### src/hdl/uniform_grid_trilinear_interp_unit_macros.svh
// Assertion macros for the interpolation unit top level.
`ifndef UNIFORM_GRID_TRILINEAR_INTERP_UNIT_MACROS_SVH
`define UNIFORM_GRID_TRILINEAR_INTERP_UNIT_MACROS_SVH
`ifndef SYNTH
`define UGTI_ASSERT(lbl, clk, rstn, prop, msg) \
  lbl: assert property (@(posedge clk) disable iff (!rstn) prop) else $error(msg);
`define UGTI_ASSERT_NEXT(lbl, clk, rstn, ante, cons, msg) \
  lbl: assert property (@(posedge clk) disable iff (!rstn) (ante) |=> (cons)) else $error(msg);
`else
`define UGTI_ASSERT(lbl, clk, rstn, prop, msg)
`define UGTI_ASSERT_NEXT(lbl, clk, rstn, ante, cons, msg)
`endif
`endif

### src/hdl/ugti_pkg.sv
// Types and constants shared by the interpolation unit.
package ugti_pkg;
  localparam int DataW      = 32;
  localparam int AddrW      = 12;
  localparam int TableDepth = 4096;
  localparam int FracW      = 17;
  localparam int FracShift  = 16;
  localparam int DiffW      = 33;
  localparam int PosW       = 48;
  localparam int CfgIdxW    = 3;
  localparam int NumStages  = 11;

  localparam logic [DataW-1:0] ScaleOne = 32'h0001_0000;
  localparam logic [FracW-1:0] FracOne  = 17'h1_0000;

  typedef logic [AddrW-1:0]        addr_t;
  typedef logic [FracW-1:0]        frac_t;
  typedef logic signed [DataW-1:0] data_t;

  typedef enum logic [CfgIdxW-1:0] {
    CfgThreeAxes,
    CfgXLow,
    CfgXScale,
    CfgYLow,
    CfgYScale,
    CfgZLow,
    CfgZScale
  } cfg_idx_e;

  typedef enum logic {
    ReqWrite  = 1'b0,
    ReqLookup = 1'b1
  } req_type_e;

  typedef struct packed {
    logic  lookup;
    addr_t idx;
    data_t value;
  } front_t;

  typedef struct packed {
    logic  lookup;
    logic  oor;
    frac_t fx;
    frac_t fy;
    frac_t fz;
  } side_t;
endpackage

### src/hdl/ugti_blend.sv
// Linear blend a + ((b - a) * f) >> 16 in a multiply stage and an add stage.
module ugti_blend import ugti_pkg::*; (
  input  logic  clk_i,
  input  logic  en_mul_i,
  input  logic  en_add_i,
  input  data_t a_i,
  input  data_t b_i,
  input  frac_t f_i,
  output data_t y_o
);
  logic signed [DataW:0]       delta;
  logic signed [FracW:0]       fs;
  logic signed [DataW+FracW:0] prod_q;
  logic signed [DataW+FracW:0] shifted;
  data_t                       a_q;

  assign delta   = {b_i[DataW-1], b_i} - {a_i[DataW-1], a_i};
  assign fs      = {1'b0, f_i};
  assign shifted = prod_q >>> FracShift;

  always_ff @(posedge clk_i) begin
    if (en_mul_i) begin
      prod_q <= delta * fs;
      a_q    <= a_i;
    end
    if (en_add_i) begin
      y_o <= a_q + shifted[DataW-1:0];
    end
  end
endmodule

### config.mk
export PLATFORM = sky130hd
export DESIGN_NAME = ugti_blend
export DESIGN_NICKNAME = d
export VERILOG_FILES = /design/src/hdl/uniform_grid_trilinear_interp_unit_macros.svh /design/src/hdl/ugti_pkg.sv /design/src/hdl/ugti_blend.sv
export SDC_FILE = /design/constraint.sdc
export NUM_CORES = 2
export LEC_CHECK = 0
export BUFFER_PORTS_ARGS = -buffer_cell sky130_fd_sc_hd__buf_2
export CAP_MARGIN = 20
export CORE_MARGIN = 2
export CORE_UTILIZATION = 50
export DETAILED_ROUTE_END_ITERATION = 10
export GPL_ROUTABILITY_DRIVEN = 0
export GPL_TIMING_DRIVEN = 0
export PLACE_DENSITY = 0.67
export REMOVE_ABC_BUFFERS = 1
export SLEW_MARGIN = 20
export SYNTH_ARGS = -nofsm -noshare
export SYNTH_HDL_FRONTEND = slang
export SYNTH_SLANG_ARGS = --single-unit
export TNS_END_PERCENT = 1
### constraint.sdc
create_clock -name clk_i -period 11.68 [get_ports clk_i]
set_input_delay 1.168 -clock clk_i [delete_from_list [all_inputs] [get_ports clk_i]]
set_output_delay 1.168 -clock clk_i [all_outputs]
set_load 0.05 [all_outputs]
==> results_dict.tcl <==
set metrics [dict create \
    dieWidth_um 226 \
    cts_max_level 3 \
    clk_pin_slew_ns 0.07 \
    synth_top_area_share_pct 42.1 \
    grt_pass1_vias 19414 \
    timing.fmax_mhz 94.4 \
    cpMaxStageDelayCell "a311oi_4" \
    startpoint_type "primary input" \
    drtIter0Drc 1112 \
    track_usage_pct 25.1 \
    worstSkewPairLatency_ns 0.35 \
    fin_ws_ns 1.08 \
    async_flop_share_pct 0 \
    fin_crit_ns 10.60 \
    dp_hpwl_um 49800 \
    max_slew_margin_pct 30.2 \
    post_cts_buffers 0 \
    hold_class "register to register" \
    critPathMaxStageDelay_ns 0.89 \
    initial_core_util_pct 50.4 \
    drv_slew 0 \
    numPortBuffers 115 \
    clockRootBuffer "clkbuf_16" \
    n_antenna_cell 0 \
    drt-wirelength-per-cell_um 18.0 \
    cts_hold_buf 0 \
    fin_nets 3472 \
    fin_skew_ns 0.0120 \
    vias 17774 \
    core_um2 48700 \
    yosysTopAreaCell "fa_1" \
    cts_buffer_depth 2 \
    synth_common_cells "inv_1 (657), fa_1 (516), nand2_1 (308)" \
    die_area_um2 50900 \
    grt_pass1_wl_um 99900 \
    cp-end-kind "register" \
    pre_cts_slack_ns 1.02 \
    drive_above_1_share_pct 7.40 \
    yosysSeqAreaShare_pct 11.7 \
    synthCells 2638 \
    timing.hold.ws_ns 0.569 \
    synth_edf_count 96 \
    cts.sinks 96 \
    synthToLayoutAreaGrowth_pct 7.51 \
    cp_common_cell "fa_1" \
    rsz0062_at_grt "no" \
    cts_resized 0 \
    dr.pass1.iters 5 \
    avgSynthCellArea_um2 9.31 \
    cts_tree "yes" \
    io_pins 116 \
    ys_seq_elements 96 \
    hold_viol 0 \
    tns_ns 0 \
    worst-endpoint-arrival_ns 10.71 \
    status "finished clean" \
    grt_antenna_before_repair 3 \
    drc_errors 0 \
    grt_overflow 0 \
    ys_dominant_reg_cell "edfxtp_1" \
    die_y_um 226 \
    worstPathMaxFanout 17 \
    dp_cells 3352 \
    maxCapViolations 0 \
    required_ns 11.79 \
    critical_path_class "primary input to register" \
    grt_max_degree 65 \
    yosysUniqueCellTypes 70 \
    drt_wl_total_um 60400 \
    cts_made_buffers 9 \
    synth_area_leaders "fa_1 (42%), edfxtp_1 (12%), inv_1 (10%)" \
    netlist_area_um2 24600 \
    synth.most_common_cell "inv_1" \
    finalSetupViolCount 0 \
    period_share_pct 90.7 \
    viasPerCell 5.28 \
    placementRows 81 \
    timing_worst_slew_pin_value_ns 1.04 \
    stdcell_count 3367 \
    postRouteAntennaNets 0 \
    yosysWarnings 0 \
]
kinds of logic after synthesis:
family	Yosys count	synth area share [%]
compound gates	250	6.79
xor+xnor	98	3.58
fa+ha+maj	689	50.9
buf+inv	747	11.5
flops	96	11.7
mux	1	0.0407
simple gates	757	15.5
final cells by class:
type | instances | area, um2
multi-input cells | 1795 | 19100
well taps | 664 | 831
repair buffers | 140 | 880
fillers | 4319 | 22300
flip-flops and latches | 96 | 2880
inverters | 657 | 2470
clock buffers | 10 | 229
clock inverters | 5 | 40.0
registers in the layout, summed over array words and instances, names as in the netlist:
signal,count
a_q,32
prod_q,32
y_o,32
placed cells by master (no fill, tap or decap), types with 4 or more instances in the layout:
cell and instances:
or3_1 4, xor2_2 6, o21a_1 9, fa_1 516, o21ai_0 39, a31oi_1 5
ha_1 173, or2_2 4, and2_1 268, buf_8 7, a211oi_1 12, o21bai_1 6
xnor2_2 18, nor2_1 49, nand2b_1 17, clkbuf_16 9, nor3_1 17, nor2b_1 34
o211ai_1 4, o31ai_1 5, nand3_1 22, nand4_1 10, and3_1 5, a211o_1 6
xor2_1 20, edfxtp_1 96, a21o_1 45, xnor2_1 53, buf_2 115, inv_1 657
buf_6 17, a21oi_1 79, nand2_1 308
worst max-delay path, delay by kind of cell:
family                     cells  cell delay, ns
AOI/OAI and AO/OA             12            3.98
adders and majority gates      8            3.61
and+or+nand+nor                6            1.46
buffers and inverters          6            0.34
xor gates and xnor gates       1            0.13
final timing paths:
| path | end | slack (ns) | startpoint | cells past startpoint |
|---|---|---|---|---|
| worst max-delay path | prod_q[47]$_DFFE_PP_ | 1.08 | a_i[2] | 33 |
| worst min-delay path | y_o[0]$_DFFE_PP_ | 0.57 | prod_q[16]$_DFFE_PP_ | 1 |
| worst max register to register | y_o[31]$_DFFE_PP_ | 7.86 | prod_q[17]$_DFFE_PP_ | 11 |
| worst min register to register | y_o[0]$_DFFE_PP_ | 0.57 | prod_q[16]$_DFFE_PP_ | 1 |
metrics by stage:
step                      instance area [um2]  util (%)
after floorplan                         24200         -
after global placement                  25600      52.6
after detailed placement                26100      53.6
after CTS                               26400      54.2
after global routing                    26400      54.2
final                                   26400      54.2
routing by layer:
layer  share of wire (%)  up-vias  wire [um]  track usage, %
met5               0.040        -         24               0
met4                 1.4        4        817            4.40
met3                 6.3       60       3810            3.03
met2                  48      568      29200            42.6
met1                  44     9121      26500            35.1
li1                    -     8021          -               -
Power is not shown: default switching activity piles up to over one toggle a cycle in this logic, so the estimate is an artifact.
