**src/hdl/uniform_grid_trilinear_interp_unit_macros.svh**
```systemverilog
// Assertion macros for the interpolation unit top level.
`ifndef UNIFORM_GRID_TRILINEAR_INTERP_UNIT_MACROS_SVH
`define UNIFORM_GRID_TRILINEAR_INTERP_UNIT_MACROS_SVH
`ifndef SYNTH
`define UGTI_ASSERT(lbl, clk, rstn, prop, msg) \
  lbl: assert property (@(posedge clk) disable iff (!rstn) prop) else $error(msg);
`define UGTI_ASSERT_NEXT(lbl, clk, rstn, ante, cons, msg) \
  lbl: assert property (@(posedge clk) disable iff (!rstn) (ante) |=> (cons)) else $error(msg);
`else
`define UGTI_ASSERT(lbl, clk, rstn, prop, msg)
`define UGTI_ASSERT_NEXT(lbl, clk, rstn, ante, cons, msg)
`endif
`endif

```
**src/hdl/ugti_pkg.sv**
```systemverilog
// Types and constants shared by the interpolation unit.
package ugti_pkg;
  localparam int DataW      = 32;
  localparam int AddrW      = 12;
  localparam int TableDepth = 4096;
  localparam int FracW      = 17;
  localparam int FracShift  = 16;
  localparam int DiffW      = 33;
  localparam int PosW       = 48;
  localparam int CfgIdxW    = 3;
  localparam int NumStages  = 11;

  localparam logic [DataW-1:0] ScaleOne = 32'h0001_0000;
  localparam logic [FracW-1:0] FracOne  = 17'h1_0000;

  typedef logic [AddrW-1:0]        addr_t;
  typedef logic [FracW-1:0]        frac_t;
  typedef logic signed [DataW-1:0] data_t;

  typedef enum logic [CfgIdxW-1:0] {
    CfgThreeAxes,
    CfgXLow,
    CfgXScale,
    CfgYLow,
    CfgYScale,
    CfgZLow,
    CfgZScale
  } cfg_idx_e;

  typedef enum logic {
    ReqWrite  = 1'b0,
    ReqLookup = 1'b1
  } req_type_e;

  typedef struct packed {
    logic  lookup;
    addr_t idx;
    data_t value;
  } front_t;

  typedef struct packed {
    logic  lookup;
    logic  oor;
    frac_t fx;
    frac_t fy;
    frac_t fz;
  } side_t;
endpackage

```
**src/hdl/ugti_axis.sv**
```systemverilog
// Per-axis grid position: offset, scale multiply, clamp and cell split.
module ugti_axis import ugti_pkg::*; #(
  parameter int POINTS = 16,
  localparam int CW = $clog2(POINTS)
) (
  input  logic          clk_i,
  input  logic [2:0]    en_i,
  input  data_t         coord_i,
  input  data_t         low_i,
  input  logic [31:0]   scale_i,
  output logic [CW-1:0] cell_o,
  output frac_t         frac_o,
  output logic          oor_o
);
  localparam logic [PosW-1:0] Top     = PosW'(POINTS - 1) << FracShift;
  localparam logic [31:0]     CellMax = 32'(POINTS - 2);

  logic signed [DiffW-1:0] diff_q;
  logic                    neg_q;
  logic [PosW-1:0]         pos_q;
  logic [63:0]             prod;
  logic [PosW-1:0]         pos_c;
  logic [PosW-1:0]         base;
  logic [31:0]             cell_raw;
  logic [CW-1:0]           cell_d;
  logic                    oor_d;

  assign prod = diff_q[31:0] * scale_i;

  always_comb begin
    oor_d = 1'b0;
    if (neg_q) begin
      pos_c = '0;
      oor_d = 1'b1;
    end else if (pos_q > Top) begin
      pos_c = Top;
      oor_d = 1'b1;
    end else begin
      pos_c = pos_q;
    end
    cell_raw = pos_c[PosW-1:FracShift];
    if (cell_raw > CellMax) begin
      cell_d = CW'(POINTS - 2);
    end else begin
      cell_d = cell_raw[CW-1:0];
    end
    base = PosW'(cell_d) << FracShift;
  end

  always_ff @(posedge clk_i) begin
    if (en_i[0]) begin
      diff_q <= {coord_i[DataW-1], coord_i} - {low_i[DataW-1], low_i};
    end
    if (en_i[1]) begin
      neg_q <= diff_q[DiffW-1];
      pos_q <= prod[63:FracShift];
    end
    if (en_i[2]) begin
      cell_o <= cell_d;
      frac_o <= FracW'(pos_c - base);
      oor_o  <= oor_d;
    end
  end
endmodule

```
**config.mk**
```make
export PLATFORM = sky130hd
export DESIGN_NAME = ugti_axis
export DESIGN_NICKNAME = d
export VERILOG_FILES = /design/src/hdl/uniform_grid_trilinear_interp_unit_macros.svh /design/src/hdl/ugti_pkg.sv /design/src/hdl/ugti_axis.sv
export SDC_FILE = /design/constraint.sdc
export NUM_CORES = 2
export LEC_CHECK = 0
export BUFFER_PORTS_ARGS = -buffer_cell sky130_fd_sc_hd__buf_2
export CAP_MARGIN = 5
export CORE_UTILIZATION = 45
export DETAILED_ROUTE_END_ITERATION = 10
export GPL_TIMING_DRIVEN = 0
export HOLD_SLACK_MARGIN = 0.08
export PLACE_DENSITY_LB_ADDON = 0.3
export SLEW_MARGIN = 10
export SYNTH_ARGS = -nofsm -noshare
export SYNTH_HDL_FRONTEND = slang
export SYNTH_SLANG_ARGS = --single-unit
```
**constraint.sdc**
```tcl
create_clock -name clk_i -period 9.98 [get_ports clk_i]
set_input_delay 2.495 -clock clk_i [delete_from_list [all_inputs] [get_ports clk_i]]
set_output_delay 2.495 -clock clk_i [all_outputs]
set_load 0.02 [all_outputs]
```
==> results.cfg <==
[run_status]
run_status = complete, no violations

[critical_path]
critPathArrivalTime_ps = 10050
crit_fanout = 10
r2r_end = pos_q[46]
worstPathRequired_ps = 10140
start_kind = primary input
reg2reg_from = diff_q[25]
worst_setup_path_end_kind = flip-flop
ff2ff_setup_slack_ps = 1030
reg2regPathDepth = 23
critPathKind = in -> reg

[min_path]
hold_end = frac_o[0]
holdPathStages = 1
hp-start = pos_q[0]
hold_path.class = reg -> reg

[drt]
drtIter0Drc = 2656
drc_errors = 0
via_per_inst = 5.51
met2_length_mm = 58.9
vias = 28900
firstDrtPassIters = 5
wl_met1_mm = 50.8
antenna_left = 0
route.met3.wl_mm = 13.1
wirelength_mm = 132
wl_per_cell_um = 25.2
top_layer = met5

[die]
design.die.area_um2 = 85500
ios = 122
start_util = 0.454
die_h_um = 292
rows = 106
coreArea_um2 = 83600
die_x_um = 292

[timing]
tightest_slew_ps = 1340
rsz0062_at_grt = true
hold_violations = 0
fin_crit_ps = 9880
timing.slew.headroom = 0.109
setup_tns_ps = 0
fin_skew_ps = 27.4
finalSetupViolations = 0
final_max_slew_viol_count = 0
hold_slack_ps = 555
min_period_over_period = 0.990
max_clock_freq_mhz = 101

[cells_and_area]
drive_above_1_share = 0.0634
syn2layout_area_growth_pct = 6.69
final_cell_mix = inv_1, fa_1, and2_1
stdcell_count = 5239
layout.nets = 5434
final_common_cell = inv_1
final_area_um2 = 40500

[placement]
gp_congestion = 1.01
dp.cells = 5214
dp.final_hpwl_mm = 110
placed_cell_area_um2 = 39900
numPortBuffers = 121

[clocking]
cts_root_buf = clkbuf_16
clockBufferDepth = 2
tritoncts = done
numCtsBuffers = 9
clk_latency_ps = 420
ctsHtreeMaxLevel = 3
path_clk_slew_ps = 90
cts.sinks = 104

[global_route]
grt_max_degree = 50
grt_pass1_wl_mm = 193
grt-ovfl-total = 0
antenna_found_initial = 19
grt_pass1_vias = 29400
track_usage = 0.317

[yosys]
seq_area_frac_synth = 0.0823
synth_top_area_frac = 0.473
yosysTopAreaCell = fa_1
synthCells = 4013
ys_types = 70
dominantRegCellSynth = edfxtp_1
async_reset_ff_frac = 0
ys_warn_count = 0
syn_area_um2 = 38000
syn_area_per_cell_um2 = 9.46
synth-seq-cells = 104
yosys-top-cells-area = fa_1, and2_1, ha_1, inv_1, edfxtp_1
synth-edff-count = 104
synth_nets = 5301

[run]
maxCapViolCount = 0
final cells by class:
| cell class | instances | area [um2] |
|---|---|---|
| inverters | 907 | 3400 |
| multi-input cells | 2790 | 30700 |
| fillers | 8096 | 43100 |
| clock inverters | 6 | 48.8 |
| plain buffers | 211 | 983 |
| repair buffers | 123 | 623 |
| diodes | 8 | 20.0 |
| clock buffers | 10 | 229 |
| flip-flops and latches | 104 | 3120 |
| well taps | 1080 | 1350 |
registers in the layout, indices dropped and copies added (netlist names):
name and flops:
frac_o 17, diff_q 33, neg_q 1, pos_q 48, oor_o 1, cell_o 4
critical path: stages:
cell,delay (ps)
buf_2,120
clkbuf_1,800
nand2_1,190
fa_1,520
fa_1,510
inv_1,70
fa_1,570
fa_1,460
fa_1,560
fa_1,440
fa_1,510
fa_1,430
ha_1,380
a21o_1,210
a221oi_1,290
o21ai_0,320
a2111oi_4,440
o21ai_1,190
a31oi_2,260
o21ai_1,120
xor2_1,140
synth_stat cells, types with 5 or more instances:
master / n
a211oi_1: 5
a21o_1: 54
a21oi_1: 86
a21oi_2: 5
a31oi_1: 14
and2_1: 616
and3_1: 10
clkbuf_1: 206
edfxtp_1: 104
fa_1: 896
ha_1: 292
inv_1: 907
nand2_1: 481
nand3_1: 18
nand4_1: 18
nor2_1: 49
nor2b_1: 7
nor3_1: 21
nor4_1: 11
o21a_1: 6
o21ai_0: 36
o21ai_1: 8
o21bai_1: 10
or3_1: 5
xnor2_1: 49
xor2_1: 28
through the flow:
step | utilization | setup WS (ps)
3_5_place_dp | 0.478 | -904
3_3_place_gp | 0.478 | -880
6_report | 0.485 | 95.0
5_1_grt | 0.484 | -149
4_1_cts | 0.482 | 0.624
2_1_floorplan | - | 764
how the worst max path moves through the flow:
stage                           start        end  slack, ps
after floorplan            scale_i[8]  pos_q[43]        760
after global placement    scale_i[11]  pos_q[34]       -880
after detailed placement   scale_i[5]  pos_q[46]       -900
after CTS                 scale_i[24]  pos_q[46]        0.6
after global routing      scale_i[19]  pos_q[46]       -150
final                     scale_i[31]  pos_q[34]        100
metal layers:
metal,vias up,GRT usage
li1,12200,-
met1,14900,0.417
met2,1486,0.487
met3,374,0.0676
met4,14,0.181
met5,-,0
what timing repair did:
| item | CTS | global route |
|---|---|---|
| pin swaps | 1 | 7 |
| setup buffers | 1 | 1 |
| hold buffers | 0 | 0 |
| endpoints found under the setup margin | 21 | 18 |
| gates resized for setup | 62 | 146 |
logic make-up (layout without fill, tap and decap cells):
| group | after synthesis | count (layout) | synth area share |
|---|---|---|---|
| and+or+nand+nor | 1251 | 1251 | 0.171 |
| adders and majority gates | 1188 | 1188 | 0.569 |
| buffers and inverters | 1119 | 1257 | 0.111 |
| AOI/OAI and AO/OA | 273 | 273 | 0.0489 |
| DFF | 104 | 104 | 0.0823 |
| xor gates and xnor gates | 77 | 77 | 0.0178 |
| muxes | 1 | 1 | 0.000264 |
| other | 0 | 8 | 0 |
Power is left out: the tool's default activity adds up to more than one toggle a clock period on the data nets, which glitch-free logic cannot reach.
